`config.mk`:
```
export PLATFORM = sky130hd
export DESIGN_NAME = socket_address_text_parser_core
export DESIGN_NICKNAME = d
export VERILOG_FILES = /design/src/rtl/core/satp_pkg.sv /design/src/rtl/core/socket_address_text_parser_core.sv /design/src/rtl/core/satp_dp.sv /design/src/rtl/core/satp_ctrl.sv
export SDC_FILE = /design/constraint.sdc
export NUM_CORES = 2
export LEC_CHECK = 0
export BUFFER_PORTS_ARGS = -buffer_cell sky130_fd_sc_hd__buf_2
export CORE_MARGIN = 2
export CORE_UTILIZATION = 30
export DETAILED_ROUTE_END_ITERATION = 6
export PLACE_DENSITY = 0.47
export SYNTH_ARGS = -nofsm -noshare
export SYNTH_HDL_FRONTEND = slang
export SYNTH_SLANG_ARGS = --single-unit
```
`constraint.sdc`:
```
create_clock -name clk -period 8.5 [get_ports clk]
set_input_delay 0.425 -clock clk [delete_from_list [all_inputs] [get_ports clk]]
set_output_delay 0.425 -clock clk [all_outputs]
set_load 0.02 [all_outputs]
```
`src/rtl/core/satp_pkg.sv`:
```
// Shared types, constants and helper functions of the socket address text parser.
package satp_pkg;

    localparam int MAX_TEXT_LEN_DEF = 64;

    localparam logic [7:0] CAP_RESET   = 8'd28;
    localparam logic [7:0] CAP_IP4_MIN = 8'd16;
    localparam logic [7:0] CAP_IP6_MIN = 8'd28;

    localparam logic [7:0] CH_COLON = 8'h3A;
    localparam logic [7:0] CH_DOT   = 8'h2E;
    localparam logic [7:0] CH_LB    = 8'h5B;
    localparam logic [7:0] CH_RB    = 8'h5D;
    localparam logic [7:0] CH_PCT   = 8'h25;

    localparam logic [1:0] STATUS_OK      = 2'd0;
    localparam logic [1:0] STATUS_INVALID = 2'd1;
    localparam logic [1:0] STATUS_SMALL   = 2'd2;

    localparam int OUT_TDATA_W = 184;

    typedef enum logic [4:0] {
        ST_IDLE, ST_PREP, ST_SKIP0, ST_DECIDE, ST_TAKE, ST_NUM, ST_DIG, ST_RET,
        ST_CHK_END, ST_V6_INIT, ST_V6_TOP, ST_V6_PEEK, ST_TAIL2, ST_POST,
        ST_SH, ST_CLR, ST_BRK, ST_RES
    } state_t;

    typedef enum logic [4:0] {
        C4_OCT, C4_DOT, C4_COLON, C4_PORT, C4_BARE,
        C6_LB, C6_LC, C6_ZR, C6_W, C6_WC, C6_WD, C6_T, C6_TD,
        C6_PCT, C6_SC, C6_RB, C6_RC, C6_PORT
    } ctx_t;

    typedef enum logic [2:0] {
        TGT_COLON, TGT_DOT, TGT_LB, TGT_RB, TGT_PCT
    } tgt_t;

    typedef enum logic [1:0] {
        CUR_HOLD, CUR_INC, CUR_ZERO, CUR_START
    } cur_op_t;

    typedef enum logic [1:0] {
        ACC_HOLD, ACC_FIRST, ACC_NEXT
    } acc_op_t;

    typedef enum logic [2:0] {
        WSEL_ACC, WSEL_TAIL_HI, WSEL_TAIL_LO, WSEL_MOVE, WSEL_ZERO
    } word_sel_t;

    typedef enum logic [1:0] {
        RK_ZERO, RK_INVALID, RK_IP4, RK_IP6
    } rkind_t;

    typedef struct packed {
        logic      take_item;
        logic      len_clr;
        cur_op_t   cur_op;
        logic      start_save;
        acc_op_t   acc_op;
        logic      hex;
        logic      a4_clr;
        logic      a4_shift;
        logic      port_clr;
        logic      port_set;
        logic      scope_clr;
        logic      scope_set;
        logic      words_clr;
        logic      word_we;
        word_sel_t word_sel;
        logic [2:0] word_idx;
        logic [2:0] word_src;
        logic      oct_we;
        logic [1:0] oct_idx;
        logic      res_load;
        rkind_t    rkind;
    } dp_cmd_t;

    typedef struct packed {
        logic at_end;
        logic ws;
        logic dig_dec;
        logic dig_hex;
        logic is_colon;
        logic is_dot;
        logic is_lb;
        logic is_rb;
        logic is_pct;
        logic ovf;
        logic out_free;
    } dp_stat_t;

    function automatic logic is_ws(input logic [7:0] c);
        return (c == 8'd32) || (c >= 8'd9 && c <= 8'd13);
    endfunction

    function automatic logic dig_ok(input logic [7:0] c, input logic hex);
        logic dec_d;
        logic hex_d;
        dec_d = (c >= 8'h30 && c <= 8'h39);
        hex_d = (c >= 8'h61 && c <= 8'h66) || (c >= 8'h41 && c <= 8'h46);
        return dec_d || (hex && hex_d);
    endfunction

    function automatic logic [3:0] dig_val(input logic [7:0] c);
        logic [7:0] t;
        t = 8'd0;
        if (c >= 8'h30 && c <= 8'h39)
        begin
            t = c - 8'h30;
        end
        else if (c >= 8'h61 && c <= 8'h66)
        begin
            t = c - 8'h57;
        end
        else if (c >= 8'h41 && c <= 8'h46)
        begin
            t = c - 8'h37;
        end
        return t[3:0];
    endfunction

    // Hex digits of the first embedded IPv4 word are read as decimal digits.
    function automatic logic [7:0] hex_as_dec(input logic [11:0] v);
        logic [11:0] t;
        t = 12'(v[3:0]) + 12'(v[7:4]) * 12'd10 + 12'(v[11:8]) * 12'd100;
        return t[7:0];
    endfunction

endpackage

```
`src/rtl/core/socket_address_text_parser_core.sv`:
```
// Top level of the socket address text parser: stream ports, controller and datapath.
// Loading takes one character item per cycle; tready is high while text is being collected.
// After the item marked last, the parse walks the buffer with the IPv4 grammar and, if that
// does not match, with the IPv6 grammar, then opens any zero run; one result follows.
// Reset clears the controller, length, overflow flag, address words and output valid;
// the text buffer is not cleared.
module socket_address_text_parser_core #(
    parameter int MAX_TEXT_LEN = satp_pkg::MAX_TEXT_LEN_DEF
) (
    input  logic                             clk,
    input  logic                             rst_n,
    input  logic                             s_axis_tvalid,
    output logic                             s_axis_tready,
    input  logic [7:0]                       s_axis_tdata,  // ch
    input  logic                             s_axis_tuser,  // has_char
    input  logic                             s_axis_tlast,
    output logic                             m_axis_tvalid,
    input  logic                             m_axis_tready,
    // status, family, addr_high, addr_low, port, scope_id, zero fill
    output logic [satp_pkg::OUT_TDATA_W-1:0] m_axis_tdata,
    input  logic                             cfg_we,
    input  logic [7:0]                       cfg_wdata
);

    satp_pkg::dp_cmd_t  cmd;
    satp_pkg::dp_stat_t stat;

    satp_ctrl u_ctrl (
        .clk     (clk),
        .rst_n   (rst_n),
        .s_valid (s_axis_tvalid),
        .s_last  (s_axis_tlast),
        .stat    (stat),
        .s_ready (s_axis_tready),
        .cmd     (cmd)
    );

    satp_dp #(
        .MAX_TEXT_LEN (MAX_TEXT_LEN)
    ) u_dp (
        .clk       (clk),
        .rst_n     (rst_n),
        .ch        (s_axis_tdata),
        .has_char  (s_axis_tuser),
        .cfg_we    (cfg_we),
        .cfg_wdata (cfg_wdata),
        .m_ready   (m_axis_tready),
        .cmd       (cmd),
        .stat      (stat),
        .m_valid   (m_axis_tvalid),
        .m_data    (m_axis_tdata)
    );

endmodule

```
`src/rtl/core/satp_dp.sv`:
```
// Datapath: text buffer, cursor, number accumulator, address words and result register.
module satp_dp #(
    parameter int MAX_TEXT_LEN = satp_pkg::MAX_TEXT_LEN_DEF
) (
    input  logic                                clk,
    input  logic                                rst_n,
    input  logic [7:0]                          ch,
    input  logic                                has_char,
    input  logic                                cfg_we,
    input  logic [7:0]                          cfg_wdata,
    input  logic                                m_ready,
    input  satp_pkg::dp_cmd_t                   cmd,
    output satp_pkg::dp_stat_t                  stat,
    output logic                                m_valid,
    output logic [satp_pkg::OUT_TDATA_W-1:0]    m_data
);

    localparam int AW = $clog2(MAX_TEXT_LEN);
    localparam int LW = $clog2(MAX_TEXT_LEN + 1);
    localparam logic [LW-1:0] LEN_MAX = LW'(MAX_TEXT_LEN);

    logic [7:0]    mem [MAX_TEXT_LEN];
    logic [7:0]    char_reg;
    logic [LW-1:0] len_reg, len_next;
    logic          ovf_reg, ovf_next;
    logic [LW-1:0] cur_reg, cur_next;
    logic [LW-1:0] start_reg;
    logic [31:0]   acc_reg, acc_next;
    logic [31:0]   a4_reg;
    logic [15:0]   port_reg;
    logic [31:0]   scope_reg;
    logic [15:0]   words_reg [8];
    logic [7:0]    oct_reg [3];
    logic [7:0]    cap_reg;
    logic          out_valid_reg;
    logic [1:0]    status_reg;
    logic          family_reg;
    logic [63:0]   hi_reg;
    logic [63:0]   lo_reg;
    logic [15:0]   oport_reg;
    logic [31:0]   oscope_reg;
    logic [15:0]   word_wdata;
    logic [3:0]    dval;

    assign dval = satp_pkg::dig_val(char_reg);

    always_comb
    begin
        len_next = len_reg;
        ovf_next = ovf_reg;
        if (cmd.len_clr)
        begin
            len_next = '0;
            ovf_next = 1'b0;
        end
        else if (cmd.take_item && has_char)
        begin
            if (len_reg < LEN_MAX)
            begin
                len_next = len_reg + LW'(1);
            end
            else
            begin
                ovf_next = 1'b1;
            end
        end
    end

    always_comb
    begin
        case (cmd.cur_op)
            satp_pkg::CUR_INC:   cur_next = cur_reg + LW'(1);
            satp_pkg::CUR_ZERO:  cur_next = '0;
            satp_pkg::CUR_START: cur_next = start_reg;
            default:             cur_next = cur_reg;
        endcase
    end

    always_comb
    begin
        case (cmd.acc_op)
            satp_pkg::ACC_FIRST: acc_next = 32'(dval);
            satp_pkg::ACC_NEXT:
            begin
                if (cmd.hex)
                begin
                    acc_next = {acc_reg[27:0], dval};
                end
                else
                begin
                    acc_next = (acc_reg << 3) + (acc_reg << 1) + 32'(dval);
                end
            end
            default:             acc_next = acc_reg;
        endcase
    end

    always_comb
    begin
        case (cmd.word_sel)
            satp_pkg::WSEL_ACC:     word_wdata = acc_reg[15:0];
            satp_pkg::WSEL_TAIL_HI: word_wdata = {oct_reg[0], oct_reg[1]};
            satp_pkg::WSEL_TAIL_LO: word_wdata = {oct_reg[2], acc_reg[7:0]};
            satp_pkg::WSEL_MOVE:    word_wdata = words_reg[cmd.word_src];
            default:                word_wdata = 16'd0;
        endcase
    end

    // Buffer read follows the next cursor, so after loading char_reg holds the character at cur_reg.
    always_ff @(posedge clk)
    begin
        if (cmd.take_item && has_char && (len_reg < LEN_MAX))
        begin
            mem[len_reg[AW-1:0]] <= ch;
        end
        char_reg <= mem[cur_next[AW-1:0]];
    end

    always_ff @(posedge clk or negedge rst_n)
    begin
        if (!rst_n)
        begin
            len_reg       <= '0;
            ovf_reg       <= 1'b0;
            cur_reg       <= '0;
            cap_reg       <= satp_pkg::CAP_RESET;
            out_valid_reg <= 1'b0;
            for (int w = 0; w < 8; w++)
            begin
                words_reg[w] <= 16'd0;
            end
        end
        else
        begin
            len_reg <= len_next;
            ovf_reg <= ovf_next;
            cur_reg <= cur_next;
            if (cfg_we)
            begin
                cap_reg <= cfg_wdata;
            end
            if (cmd.res_load)
            begin
                out_valid_reg <= 1'b1;
            end
            else if (m_ready)
            begin
                out_valid_reg <= 1'b0;
            end
            if (cmd.words_clr)
            begin
                for (int w = 0; w < 8; w++)
                begin
                    words_reg[w] <= 16'd0;
                end
            end
            else if (cmd.word_we)
            begin
                words_reg[cmd.word_idx] <= word_wdata;
            end
        end
    end

    always_ff @(posedge clk)
    begin
        acc_reg <= acc_next;
        if (cmd.start_save)
        begin
            start_reg <= cur_reg;
        end
        if (cmd.a4_clr)
        begin
            a4_reg <= 32'd0;
        end
        else if (cmd.a4_shift)
        begin
            a4_reg <= {a4_reg[23:0], acc_reg[7:0]};
        end
        if (cmd.port_clr)
        begin
            port_reg <= 16'd0;
        end
        else if (cmd.port_set)
        begin
            port_reg <= acc_reg[15:0];
        end
        if (cmd.scope_clr)
        begin
            scope_reg <= 32'd0;
        end
        else if (cmd.scope_set)
        begin
            scope_reg <= acc_reg;
        end
        if (cmd.oct_we)
        begin
            if (cmd.oct_idx == 2'd0)
            begin
                oct_reg[0] <= satp_pkg::hex_as_dec(acc_reg[11:0]);
            end
            else
            begin
                oct_reg[cmd.oct_idx] <= acc_reg[7:0];
            end
        end
        if (cmd.res_load)
        begin
            status_reg <= satp_pkg::STATUS_OK;
            family_reg <= 1'b0;
            hi_reg     <= 64'd0;
            lo_reg     <= 64'd0;
            oport_reg  <= 16'd0;
            oscope_reg <= 32'd0;
            case (cmd.rkind)
                satp_pkg::RK_INVALID: status_reg <= satp_pkg::STATUS_INVALID;
                satp_pkg::RK_IP4:
                begin
                    if (cap_reg < satp_pkg::CAP_IP4_MIN)
                    begin
                        status_reg <= satp_pkg::STATUS_SMALL;
                    end
                    else
                    begin
                        lo_reg    <= {32'd0, a4_reg};
                        oport_reg <= port_reg;
                    end
                end
                satp_pkg::RK_IP6:
                begin
                    if (cap_reg < satp_pkg::CAP_IP6_MIN)
                    begin
                        status_reg <= satp_pkg::STATUS_SMALL;
                    end
                    else
                    begin
                        family_reg <= 1'b1;
                        hi_reg     <= {words_reg[0], words_reg[1], words_reg[2], words_reg[3]};
                        lo_reg     <= {words_reg[4], words_reg[5], words_reg[6], words_reg[7]};
                        oport_reg  <= port_reg;
                        oscope_reg <= scope_reg;
                    end
                end
                default: status_reg <= satp_pkg::STATUS_OK;
            endcase
        end
    end

    assign stat.at_end   = (cur_reg >= len_reg);
    assign stat.ws       = satp_pkg::is_ws(char_reg);
    assign stat.dig_dec  = satp_pkg::dig_ok(char_reg, 1'b0);
    assign stat.dig_hex  = satp_pkg::dig_ok(char_reg, 1'b1);
    assign stat.is_colon = (char_reg == satp_pkg::CH_COLON);
    assign stat.is_dot   = (char_reg == satp_pkg::CH_DOT);
    assign stat.is_lb    = (char_reg == satp_pkg::CH_LB);
    assign stat.is_rb    = (char_reg == satp_pkg::CH_RB);
    assign stat.is_pct   = (char_reg == satp_pkg::CH_PCT);
    assign stat.ovf      = ovf_reg;
    assign stat.out_free = !out_valid_reg || m_ready;

    assign m_valid = out_valid_reg;
    assign m_data  = {5'd0, oscope_reg, oport_reg, lo_reg, hi_reg, family_reg, status_reg};

endmodule

```
`src/rtl/core/satp_ctrl.sv`:
```
// Controller: state machine that loads the text and walks it with the IPv4 and IPv6 grammars.
module satp_ctrl (
    input  logic                clk,
    input  logic                rst_n,
    input  logic                s_valid,
    input  logic                s_last,
    input  satp_pkg::dp_stat_t  stat,
    output logic                s_ready,
    output satp_pkg::dp_cmd_t   cmd
);

    satp_pkg::state_t state_reg, state_next;
    satp_pkg::ctx_t   ctx_reg, ctx_next;
    satp_pkg::tgt_t   tgt_reg, tgt_next;
    satp_pkg::rkind_t rkind_reg, rkind_next;
    logic             ok_reg, ok_next;
    logic             hex_reg, hex_next;
    logic [1:0]       k_reg, k_next;
    logic [1:0]       j_reg, j_next;
    logic [3:0]       i_reg, i_next;
    logic [2:0]       zr_reg, zr_next;
    logic             hzr_reg, hzr_next;
    logic             brk_reg, brk_next;
    logic [3:0]       sj_reg, sj_next;

    logic       skip;
    logic       dig;
    logic       match;
    logic [3:0] run;
    logic [3:0] sj_dst;
    logic [3:0] sj_src;
    logic [3:0] clr_end;

    assign skip    = !stat.at_end && stat.ws;
    assign dig     = !stat.at_end && (hex_reg ? stat.dig_hex : stat.dig_dec);
    assign run     = 4'd8 - i_reg;
    assign sj_src  = sj_reg - 4'd1;
    assign sj_dst  = sj_src + run;
    assign clr_end = {1'b0, zr_reg} + run;

    always_comb
    begin
        case (tgt_reg)
            satp_pkg::TGT_COLON: match = stat.is_colon;
            satp_pkg::TGT_DOT:   match = stat.is_dot;
            satp_pkg::TGT_LB:    match = stat.is_lb;
            satp_pkg::TGT_RB:    match = stat.is_rb;
            default:             match = stat.is_pct;
        endcase
    end

    always_ff @(posedge clk or negedge rst_n)
    begin
        if (!rst_n)
        begin
            state_reg <= satp_pkg::ST_IDLE;
            ctx_reg   <= satp_pkg::C4_OCT;
            tgt_reg   <= satp_pkg::TGT_COLON;
            rkind_reg <= satp_pkg::RK_ZERO;
            ok_reg    <= 1'b0;
            hex_reg   <= 1'b0;
            k_reg     <= '0;
            j_reg     <= '0;
            i_reg     <= '0;
            zr_reg    <= '0;
            hzr_reg   <= 1'b0;
            brk_reg   <= 1'b0;
            sj_reg    <= '0;
        end
        else
        begin
            state_reg <= state_next;
            ctx_reg   <= ctx_next;
            tgt_reg   <= tgt_next;
            rkind_reg <= rkind_next;
            ok_reg    <= ok_next;
            hex_reg   <= hex_next;
            k_reg     <= k_next;
            j_reg     <= j_next;
            i_reg     <= i_next;
            zr_reg    <= zr_next;
            hzr_reg   <= hzr_next;
            brk_reg   <= brk_next;
            sj_reg    <= sj_next;
        end
    end

    // Next state. TAKE and NUM act as subroutines; ctx_reg says where to continue in RET.
    always_comb
    begin
        state_next = state_reg;
        ctx_next   = ctx_reg;
        tgt_next   = tgt_reg;
        rkind_next = rkind_reg;
        ok_next    = ok_reg;
        hex_next   = hex_reg;
        k_next     = k_reg;
        j_next     = j_reg;
        i_next     = i_reg;
        zr_next    = zr_reg;
        hzr_next   = hzr_reg;
        brk_next   = brk_reg;
        sj_next    = sj_reg;
        unique case (state_reg)
            satp_pkg::ST_IDLE:
            begin
                if (s_valid && s_last)
                begin
                    state_next = satp_pkg::ST_PREP;
                end
            end
            satp_pkg::ST_PREP: state_next = satp_pkg::ST_SKIP0;
            satp_pkg::ST_SKIP0:
            begin
                if (!skip)
                begin
                    state_next = satp_pkg::ST_DECIDE;
                end
            end
            satp_pkg::ST_DECIDE:
            begin
                if (stat.ovf)
                begin
                    rkind_next = satp_pkg::RK_INVALID;
                    state_next = satp_pkg::ST_RES;
                end
                else if (stat.at_end)
                begin
                    rkind_next = satp_pkg::RK_ZERO;
                    state_next = satp_pkg::ST_RES;
                end
                else
                begin
                    k_next     = '0;
                    hex_next   = 1'b0;
                    ctx_next   = satp_pkg::C4_OCT;
                    state_next = satp_pkg::ST_NUM;
                end
            end
            satp_pkg::ST_TAKE:
            begin
                if (!skip)
                begin
                    ok_next    = !stat.at_end && match;
                    state_next = satp_pkg::ST_RET;
                end
            end
            satp_pkg::ST_NUM:
            begin
                if (!skip)
                begin
                    if (dig)
                    begin
                        state_next = satp_pkg::ST_DIG;
                    end
                    else
                    begin
                        ok_next    = 1'b0;
                        state_next = satp_pkg::ST_RET;
                    end
                end
            end
            satp_pkg::ST_DIG:
            begin
                if (!dig)
                begin
                    ok_next    = 1'b1;
                    state_next = satp_pkg::ST_RET;
                end
            end
            satp_pkg::ST_CHK_END:
            begin
                if (!skip)
                begin
                    if (stat.at_end)
                    begin
                        rkind_next = satp_pkg::RK_IP4;
                        state_next = satp_pkg::ST_RES;
                    end
                    else
                    begin
                        state_next = satp_pkg::ST_V6_INIT;
                    end
                end
            end
            satp_pkg::ST_V6_INIT:
            begin
                i_next     = '0;
                hzr_next   = 1'b0;
                tgt_next   = satp_pkg::TGT_LB;
                ctx_next   = satp_pkg::C6_LB;
                state_next = satp_pkg::ST_TAKE;
            end
            satp_pkg::ST_V6_TOP:
            begin
                if (i_reg == 4'd8)
                begin
                    state_next = satp_pkg::ST_POST;
                end
                else
                begin
                    tgt_next   = satp_pkg::TGT_COLON;
                    ctx_next   = satp_pkg::C6_ZR;
                    state_next = satp_pkg::ST_TAKE;
                end
            end
            satp_pkg::ST_V6_PEEK:
            begin
                if (!skip)
                begin
                    if (stat.at_end || !stat.dig_hex)
                    begin
                        state_next = satp_pkg::ST_POST;
                    end
                    else
                    begin
                        hex_next   = 1'b1;
                        ctx_next   = satp_pkg::C6_W;
                        state_next = satp_pkg::ST_NUM;
                    end
                end
            end
            satp_pkg::ST_TAIL2:
            begin
                i_next     = i_reg + 4'd2;
                state_next = satp_pkg::ST_POST;
            end
            satp_pkg::ST_POST:
            begin
                if (hzr_reg)
                begin
                    if (({1'b0, zr_reg} < i_reg) && (i_reg != 4'd8))
                    begin
                        sj_next    = i_reg;
                        state_next = satp_pkg::ST_SH;
                    end
                    else
                    begin
                        tgt_next   = satp_pkg::TGT_PCT;
                        ctx_next   = satp_pkg::C6_PCT;
                        state_next = satp_pkg::ST_TAKE;
                    end
                end
                else if (i_reg != 4'd8)
                begin
                    rkind_next = satp_pkg::RK_INVALID;
                    state_next = satp_pkg::ST_RES;
                end
                else
                begin
                    tgt_next   = satp_pkg::TGT_PCT;
                    ctx_next   = satp_pkg::C6_PCT;
                    state_next = satp_pkg::ST_TAKE;
                end
            end
            satp_pkg::ST_SH:
            begin
                if (sj_reg > {1'b0, zr_reg})
                begin
                    sj_next = sj_src;
                end
                else
                begin
                    sj_next    = {1'b0, zr_reg};
                    state_next = satp_pkg::ST_CLR;
                end
            end
            satp_pkg::ST_CLR:
            begin
                if (sj_reg < clr_end)
                begin
                    sj_next = sj_reg + 4'd1;
                end
                else
                begin
                    tgt_next   = satp_pkg::TGT_PCT;
                    ctx_next   = satp_pkg::C6_PCT;
                    state_next = satp_pkg::ST_TAKE;
                end
            end
            satp_pkg::ST_BRK:
            begin
                if (brk_reg)
                begin
                    tgt_next   = satp_pkg::TGT_RB;
                    ctx_next   = satp_pkg::C6_RB;
                    state_next = satp_pkg::ST_TAKE;
                end
                else
                begin
                    rkind_next = satp_pkg::RK_IP6;
                    state_next = satp_pkg::ST_RES;
                end
            end
            satp_pkg::ST_RES:
            begin
                if (stat.out_free)
                begin
                    state_next = satp_pkg::ST_IDLE;
                end
            end
            satp_pkg::ST_RET:
            begin
                unique case (ctx_reg)
                    satp_pkg::C4_OCT:
                    begin
                        if (ok_reg)
                        begin
                            if (k_reg != 2'd3)
                            begin
                                tgt_next = satp_pkg::TGT_DOT;
                                ctx_next = satp_pkg::C4_DOT;
                            end
                            else
                            begin
                                tgt_next = satp_pkg::TGT_COLON;
                                ctx_next = satp_pkg::C4_COLON;
                            end
                            state_next = satp_pkg::ST_TAKE;
                        end
                        else
                        begin
                            hex_next   = 1'b0;
                            ctx_next   = satp_pkg::C4_BARE;
                            state_next = satp_pkg::ST_NUM;
                        end
                    end
                    satp_pkg::C4_DOT:
                    begin
                        hex_next   = 1'b0;
                        state_next = satp_pkg::ST_NUM;
                        if (ok_reg)
                        begin
                            k_next   = k_reg + 2'd1;
                            ctx_next = satp_pkg::C4_OCT;
                        end
                        else
                        begin
                            ctx_next = satp_pkg::C4_BARE;
                        end
                    end
                    satp_pkg::C4_COLON:
                    begin
                        if (ok_reg)
                        begin
                            hex_next   = 1'b0;
                            ctx_next   = satp_pkg::C4_PORT;
                            state_next = satp_pkg::ST_NUM;
                        end
                        else
                        begin
                            rkind_next = satp_pkg::RK_IP4;
                            state_next = satp_pkg::ST_RES;
                        end
                    end
                    satp_pkg::C4_PORT:
                    begin
                        if (ok_reg)
                        begin
                            rkind_next = satp_pkg::RK_IP4;
                            state_next = satp_pkg::ST_RES;
                        end
                        else
                        begin
                            state_next = satp_pkg::ST_V6_INIT;
                        end
                    end
                    satp_pkg::C4_BARE:
                    begin
                        state_next = ok_reg ? satp_pkg::ST_CHK_END : satp_pkg::ST_V6_INIT;
                    end
                    satp_pkg::C6_LB:
                    begin
                        brk_next   = ok_reg;
                        tgt_next   = satp_pkg::TGT_COLON;
                        ctx_next   = satp_pkg::C6_LC;
                        state_next = satp_pkg::ST_TAKE;
                    end
                    satp_pkg::C6_LC: state_next = satp_pkg::ST_V6_TOP;
                    satp_pkg::C6_ZR:
                    begin
                        if (ok_reg)
                        begin
                            hzr_next = 1'b1;
                            zr_next  = i_reg[2:0];
                        end
                        state_next = satp_pkg::ST_V6_PEEK;
                    end
                    satp_pkg::C6_W:
                    begin
                        tgt_next   = satp_pkg::TGT_COLON;
                        ctx_next   = satp_pkg::C6_WC;
                        state_next = satp_pkg::ST_TAKE;
                    end
                    satp_pkg::C6_WC:
                    begin
                        if (ok_reg)
                        begin
                            i_next     = i_reg + 4'd1;
                            state_next = satp_pkg::ST_V6_TOP;
                        end
                        else
                        begin
                            tgt_next   = satp_pkg::TGT_DOT;
                            ctx_next   = satp_pkg::C6_WD;
                            state_next = satp_pkg::ST_TAKE;
                        end
                    end
                    satp_pkg::C6_WD:
                    begin
                        if (ok_reg)
                        begin
                            if (i_reg > 4'd6)
                            begin
                                rkind_next = satp_pkg::RK_INVALID;
                                state_next = satp_pkg::ST_RES;
                            end
                            else
                            begin
                                j_next     = 2'd1;
                                hex_next   = 1'b0;
                                ctx_next   = satp_pkg::C6_T;
                                state_next = satp_pkg::ST_NUM;
                            end
                        end
                        else
                        begin
                            i_next     = i_reg + 4'd1;
                            state_next = satp_pkg::ST_POST;
                        end
                    end
                    satp_pkg::C6_T:
                    begin
                        if (!ok_reg)
                        begin
                            rkind_next = satp_pkg::RK_INVALID;
                            state_next = satp_pkg::ST_RES;
                        end
                        else if (j_reg != 2'd3)
                        begin
                            tgt_next   = satp_pkg::TGT_DOT;
                            ctx_next   = satp_pkg::C6_TD;
                            state_next = satp_pkg::ST_TAKE;
                        end
                        else
                        begin
                            state_next = satp_pkg::ST_TAIL2;
                        end
                    end
                    satp_pkg::C6_TD:
                    begin
                        if (ok_reg)
                        begin
                            j_next     = j_reg + 2'd1;
                            hex_next   = 1'b0;
                            ctx_next   = satp_pkg::C6_T;
                            state_next = satp_pkg::ST_NUM;
                        end
                        else
                        begin
                            rkind_next = satp_pkg::RK_INVALID;
                            state_next = satp_pkg::ST_RES;
                        end
                    end
                    satp_pkg::C6_PCT:
                    begin
                        if (ok_reg)
                        begin
                            hex_next   = 1'b0;
                            ctx_next   = satp_pkg::C6_SC;
                            state_next = satp_pkg::ST_NUM;
                        end
                        else
                        begin
                            state_next = satp_pkg::ST_BRK;
                        end
                    end
                    satp_pkg::C6_SC:
                    begin
                        if (ok_reg)
                        begin
                            state_next = satp_pkg::ST_BRK;
                        end
                        else
                        begin
                            rkind_next = satp_pkg::RK_INVALID;
                            state_next = satp_pkg::ST_RES;
                        end
                    end
                    satp_pkg::C6_RB:
                    begin
                        if (ok_reg)
                        begin
                            tgt_next   = satp_pkg::TGT_COLON;
                            ctx_next   = satp_pkg::C6_RC;
                            state_next = satp_pkg::ST_TAKE;
                        end
                        else
                        begin
                            rkind_next = satp_pkg::RK_INVALID;
                            state_next = satp_pkg::ST_RES;
                        end
                    end
                    satp_pkg::C6_RC:
                    begin
                        if (ok_reg)
                        begin
                            hex_next   = 1'b0;
                            ctx_next   = satp_pkg::C6_PORT;
                            state_next = satp_pkg::ST_NUM;
                        end
                        else
                        begin
                            rkind_next = satp_pkg::RK_IP6;
                            state_next = satp_pkg::ST_RES;
                        end
                    end
                    satp_pkg::C6_PORT:
                    begin
                        rkind_next = ok_reg ? satp_pkg::RK_IP6 : satp_pkg::RK_INVALID;
                        state_next = satp_pkg::ST_RES;
                    end
                    default: state_next = satp_pkg::ST_IDLE;
                endcase
            end
            default: state_next = satp_pkg::ST_IDLE;
        endcase
    end

    // Datapath commands.
    always_comb
    begin
        cmd          = '0;
        cmd.cur_op   = satp_pkg::CUR_HOLD;
        cmd.acc_op   = satp_pkg::ACC_HOLD;
        cmd.word_sel = satp_pkg::WSEL_ACC;
        cmd.rkind    = rkind_reg;
        cmd.hex      = hex_reg;
        cmd.word_idx = i_reg[2:0];
        s_ready      = 1'b0;
        unique case (state_reg)
            satp_pkg::ST_IDLE:
            begin
                s_ready       = 1'b1;
                cmd.take_item = s_valid;
            end
            satp_pkg::ST_SKIP0:
            begin
                if (skip)
                begin
                    cmd.cur_op = satp_pkg::CUR_INC;
                end
                else
                begin
                    cmd.start_save = 1'b1;
                end
            end
            satp_pkg::ST_DECIDE:
            begin
                cmd.a4_clr   = 1'b1;
                cmd.port_clr = 1'b1;
            end
            satp_pkg::ST_TAKE:
            begin
                if (skip || (!stat.at_end && match))
                begin
                    cmd.cur_op = satp_pkg::CUR_INC;
                end
            end
            satp_pkg::ST_NUM:
            begin
                if (skip)
                begin
                    cmd.cur_op = satp_pkg::CUR_INC;
                end
                else if (dig)
                begin
                    cmd.cur_op = satp_pkg::CUR_INC;
                    cmd.acc_op = satp_pkg::ACC_FIRST;
                end
            end
            satp_pkg::ST_DIG:
            begin
                if (dig)
                begin
                    cmd.cur_op = satp_pkg::CUR_INC;
                    cmd.acc_op = satp_pkg::ACC_NEXT;
                end
            end
            satp_pkg::ST_CHK_END, satp_pkg::ST_V6_PEEK:
            begin
                if (skip)
                begin
                    cmd.cur_op = satp_pkg::CUR_INC;
                end
            end
            satp_pkg::ST_V6_INIT:
            begin
                cmd.cur_op    = satp_pkg::CUR_START;
                cmd.words_clr = 1'b1;
                cmd.port_clr  = 1'b1;
                cmd.scope_clr = 1'b1;
            end
            satp_pkg::ST_TAIL2:
            begin
                cmd.word_we  = 1'b1;
                cmd.word_sel = satp_pkg::WSEL_TAIL_LO;
                cmd.word_idx = i_reg[2:0] + 3'd1;
            end
            satp_pkg::ST_SH:
            begin
                cmd.word_we  = (sj_reg > {1'b0, zr_reg});
                cmd.word_sel = satp_pkg::WSEL_MOVE;
                cmd.word_idx = sj_dst[2:0];
                cmd.word_src = sj_src[2:0];
            end
            satp_pkg::ST_CLR:
            begin
                cmd.word_we  = (sj_reg < clr_end);
                cmd.word_sel = satp_pkg::WSEL_ZERO;
                cmd.word_idx = sj_reg[2:0];
            end
            satp_pkg::ST_RES:
            begin
                if (stat.out_free)
                begin
                    cmd.res_load = 1'b1;
                    cmd.len_clr  = 1'b1;
                    cmd.cur_op   = satp_pkg::CUR_ZERO;
                end
            end
            satp_pkg::ST_RET:
            begin
                case (ctx_reg)
                    satp_pkg::C4_OCT:
                    begin
                        cmd.a4_shift = ok_reg;
                        if (!ok_reg)
                        begin
                            cmd.cur_op = satp_pkg::CUR_START;
                        end
                    end
                    satp_pkg::C4_DOT:
                    begin
                        if (!ok_reg)
                        begin
                            cmd.cur_op = satp_pkg::CUR_START;
                        end
                    end
                    satp_pkg::C4_PORT, satp_pkg::C6_PORT: cmd.port_set = ok_reg;
                    satp_pkg::C4_BARE:
                    begin
                        cmd.port_set = ok_reg;
                        cmd.a4_clr   = ok_reg;
                    end
                    satp_pkg::C6_WC: cmd.word_we = ok_reg;
                    satp_pkg::C6_WD:
                    begin
                        cmd.word_we = !ok_reg;
                        cmd.oct_we  = ok_reg && (i_reg <= 4'd6);
                        cmd.oct_idx = 2'd0;
                    end
                    satp_pkg::C6_T:
                    begin
                        if (ok_reg && (j_reg != 2'd3))
                        begin
                            cmd.oct_we  = 1'b1;
                            cmd.oct_idx = j_reg;
                        end
                        else if (ok_reg)
                        begin
                            cmd.word_we  = 1'b1;
                            cmd.word_sel = satp_pkg::WSEL_TAIL_HI;
                        end
                    end
                    satp_pkg::C6_SC: cmd.scope_set = ok_reg;
                    default: cmd.cur_op = satp_pkg::CUR_HOLD;
                endcase
            end
            default: cmd.cur_op = satp_pkg::CUR_HOLD;
        endcase
    end

endmodule

```
==> results.cfg <==
[route]
ant_nets = 0
route.detailed.drc = 0
wl_per_cell_um = 21.10
vias_per_cell = 4.988
drt_iter0_drc = 2397
vias = 30970
totalWireLength_mm = 131.0
dr.pass1.iters = 5

[yosys]
synth_commonest_cells = edfxtp_1, nand2_1, nor2_1
async_flop_share_pct = 17.93
synth.avg_cell_area_um2 = 11.70
synthXorXnorAreaFrac_pct = 0.9881
yosysMostFrequentCell = edfxtp_1
synth-seq-cells = 1026
ys_seq_area_share_pct = 62.94
synthAdderAreaFrac_pct = 3.279
synth_enable_flop_cells = 754
synthCells = 3938
ys_dominant_reg_cell = edfxtp_1
yosysWarnings = 0
netlist.top_cell.by_area = edfxtp_1
ys_top_cells_by_area = edfxtp_1, dfrtp_1, nand2_1, dfxtp_1, and2_1
synth.distinct_cells = 92
muxShareOfSynthArea_pct = 3.184
synth-compound-area-share_pct = 12.47
synth-simple-area-share_pct = 14.28
synth_top_area_share_pct = 49.12
synthesis.area_mm2 = 0.04609
synth_top_family_by_area = simple AND/OR/NAND/NOR gates

[final_layout]
area_growth_syn_to_layout_pct = 15.02
finalNetCount = 4222
diodes = 0
final_area_mm2 = 0.05302
fillers = 15040
drive_above_1_share_pct = 12.54
largest_reg_flops = 512

[clock_network]
worst_skew_pair.late_latency_ps = 740
cts_tree = yes
cts_inserted_buffers = 112
htreeDepth = 3
path_clk_slew_ps = 60
cts_buffer_depth = 3
cts_root_buf = clkbuf_16
clock-sinks = 1026
post_cts_buffers = 0

[timing]
timing.final.crit_period_ps = 6205
fin_crit_sh_pct = 73.00
rsz0062_at_grt = no
drv_slew = 0
hold_viol = 0
maxSlewHeadroom_pct = 14.24
fmax_ghz = 0.1612
worst_pin_slew_ps = 1286
fin_skew_ps = 40.96
setup_viol = 0

[flow_run]
drv_cap = 0

[setup_path]
critPathArrivalTime_ps = 6670
crit_end = u_dp.acc_reg[28]$_SDFFCE_PP0P_
r2r_start = u_dp.char_reg[1]$_DFF_P_
crit_required_ps = 8970
r2r_setup_slack_ps = 2290
reg2reg_depth = 23
path_class = reg2reg
cp_max_fo = 10
rr_endpoint = u_dp.acc_reg[28]$_SDFFCE_PP0P_
endpoint_kind = flop
cp-start-kind = flop
critPathLaunch = u_dp.char_reg[1]$_DFF_P_

[floorplanning]
start_util_pct = 30.27
chipHeight_um = 396.0
num_rows = 143
die_w_um = 396.0
die_area_mm2 = 0.1568
ioPinCount = 209
core_mm2 = 0.1523

[power]
ir_worst_vdd_mv = 0.2444
total_power_uw = 15420
p_per_area_mw_per_mm2 = 290.8
p_leak_uw = 0.01923

[grt]
grt_max_degree = 130
antenna_found_initial = 1
grt_pass1_vias = 30010
gr-total-overflow = 0
grt_pass1_wl_mm = 195.8
grt_usage_pct = 16.33

[run_status]
status = complete, no violations

[placement]
gp_congestion = 0.8504
dp_hpwl_mm = 82.30
port-buffer-count = 201
placed_area_mm2 = 0.04927

[hold_path]
hp-class = in2reg
==> stage by stage <==
stage	setup TNS (ps)	hold WS (ps)	worst slack [ps]	std cells	utilization [%]
6_report	0	55.87	2295	6208	34.82
5_1_grt	0	44.22	1725	6208	34.82
4_1_cts	0	1.306	2267	6208	34.82
3_5_place_dp	0	444.0	2337	5987	32.36
3_3_place_gp	0	440.0	2369	5987	32.36
2_1_floorplan	-1459	129.4	-183.0	3942	-
==> cell usage in the layout, fill, tap and decap left out, types with 34 or more instances in the layout <==
cell and count:
xnor2_1 37, o22ai_1 42, dfxtp_1 88, nand3_1 205, nor2_1 287, a211oi_1 79, mux2i_1 78, a31oi_1 83
dfrtp_1 181, buf_2 200, o21ai_0 240, a22o_1 35, nand2_1 501, inv_1 63, clkbuf_16 114, buf_4 63
a21oi_1 179, a221oi_1 34, edfxtp_1 754, ha_1 108, nor2b_1 41, and2_1 230
==> layer usage <==
| metal | track usage [%] | wire length [um] | up-vias |
|---|---|---|---|
| li1 | - | - | 14770 |
| met4 | 4.352 | 3012 | 2 |
| met1 | 23.55 | 61980 | 15210 |
| met3 | 2.560 | 6459 | 179 |
| met5 | 0 | 17 | - |
| met2 | 25.46 | 59510 | 810 |
==> worst max-delay path, cell delays in order, from the launching register on <==
cell and delay (ps):
dfxtp_1 520, inv_1 140, ha_1 220, nor3b_2 170
nor4b_2 320, and2_1 250, or2_2 160, o21ai_0 200
fa_1 610, inv_1 80, fa_1 470, a21o_1 180
a21oi_1 230, o21bai_1 90, a21oi_1 300, o21ai_0 130
and2_1 190, a311oi_1 360, o21bai_1 110, a21o_1 230
a2111oi_0 590, nor2_1 130, xnor2_1 170, a21oi_1 80
==> report_power, final <==
part | switching (uW) | internal, uW | leakage [uW]
registers | 297 | 5640 | 0.0101
logic | 3120 | 1550 | 0.00742
clock network | 2080 | 2730 | 0.00176
==> cell families (layout without fill, tap and decap cells) <==
group,count (synthesis),after routing
AO/OA/AOI/OAI,895,895
XOR/XNOR,52,52
adder cells (fa/ha/maj),116,116
buffers and inverters,318,554
flip-flops,1026,1026
multiplexers,123,123
other,1,5
AND/OR/NAND/NOR,1407,1407
==> area by class of cell <==
type	count	area (um^2)	area share (%)
Sequential cell	1026	29010	54.72
Multi-Input combinational cell	2598	15910	30.00
Clock buffer	152	3075	5.801
Tap cell	2030	2540	4.791
Timing Repair Buffer	280	1688	3.184
Clock inverter	57	546.8	1.031
Inverter	65	249.0	0.4697
==> worst min-delay path by stage <==
stage,startpoint,endpoint,cells past startpoint
after floorplan,rst_n,u_ctrl.brk_reg$_DFFE_PN0P_,0
after global placement,u_dp.scope_reg[1]$_SDFFE_PN0P_,u_dp.scope_reg[1]$_SDFFE_PN0P_,2
after detailed placement,u_dp.scope_reg[16]$_SDFFE_PN0P_,u_dp.scope_reg[16]$_SDFFE_PN0P_,2
after CTS,cfg_we,u_dp.cap_reg[5]$_DFFE_PN0P_,2
after global routing,cfg_we,u_dp.cap_reg[5]$_DFFE_PN0P_,2
final,cfg_we,u_dp.cap_reg[5]$_DFFE_PN0P_,2
==> what timing repair did <==
item | in CTS | in global routing
gates resized for setup | 0 | 0
hold buffers | 12 | 0
endpoints found under the hold margin | 93 | 0
(Power assumes the default switching activity.)
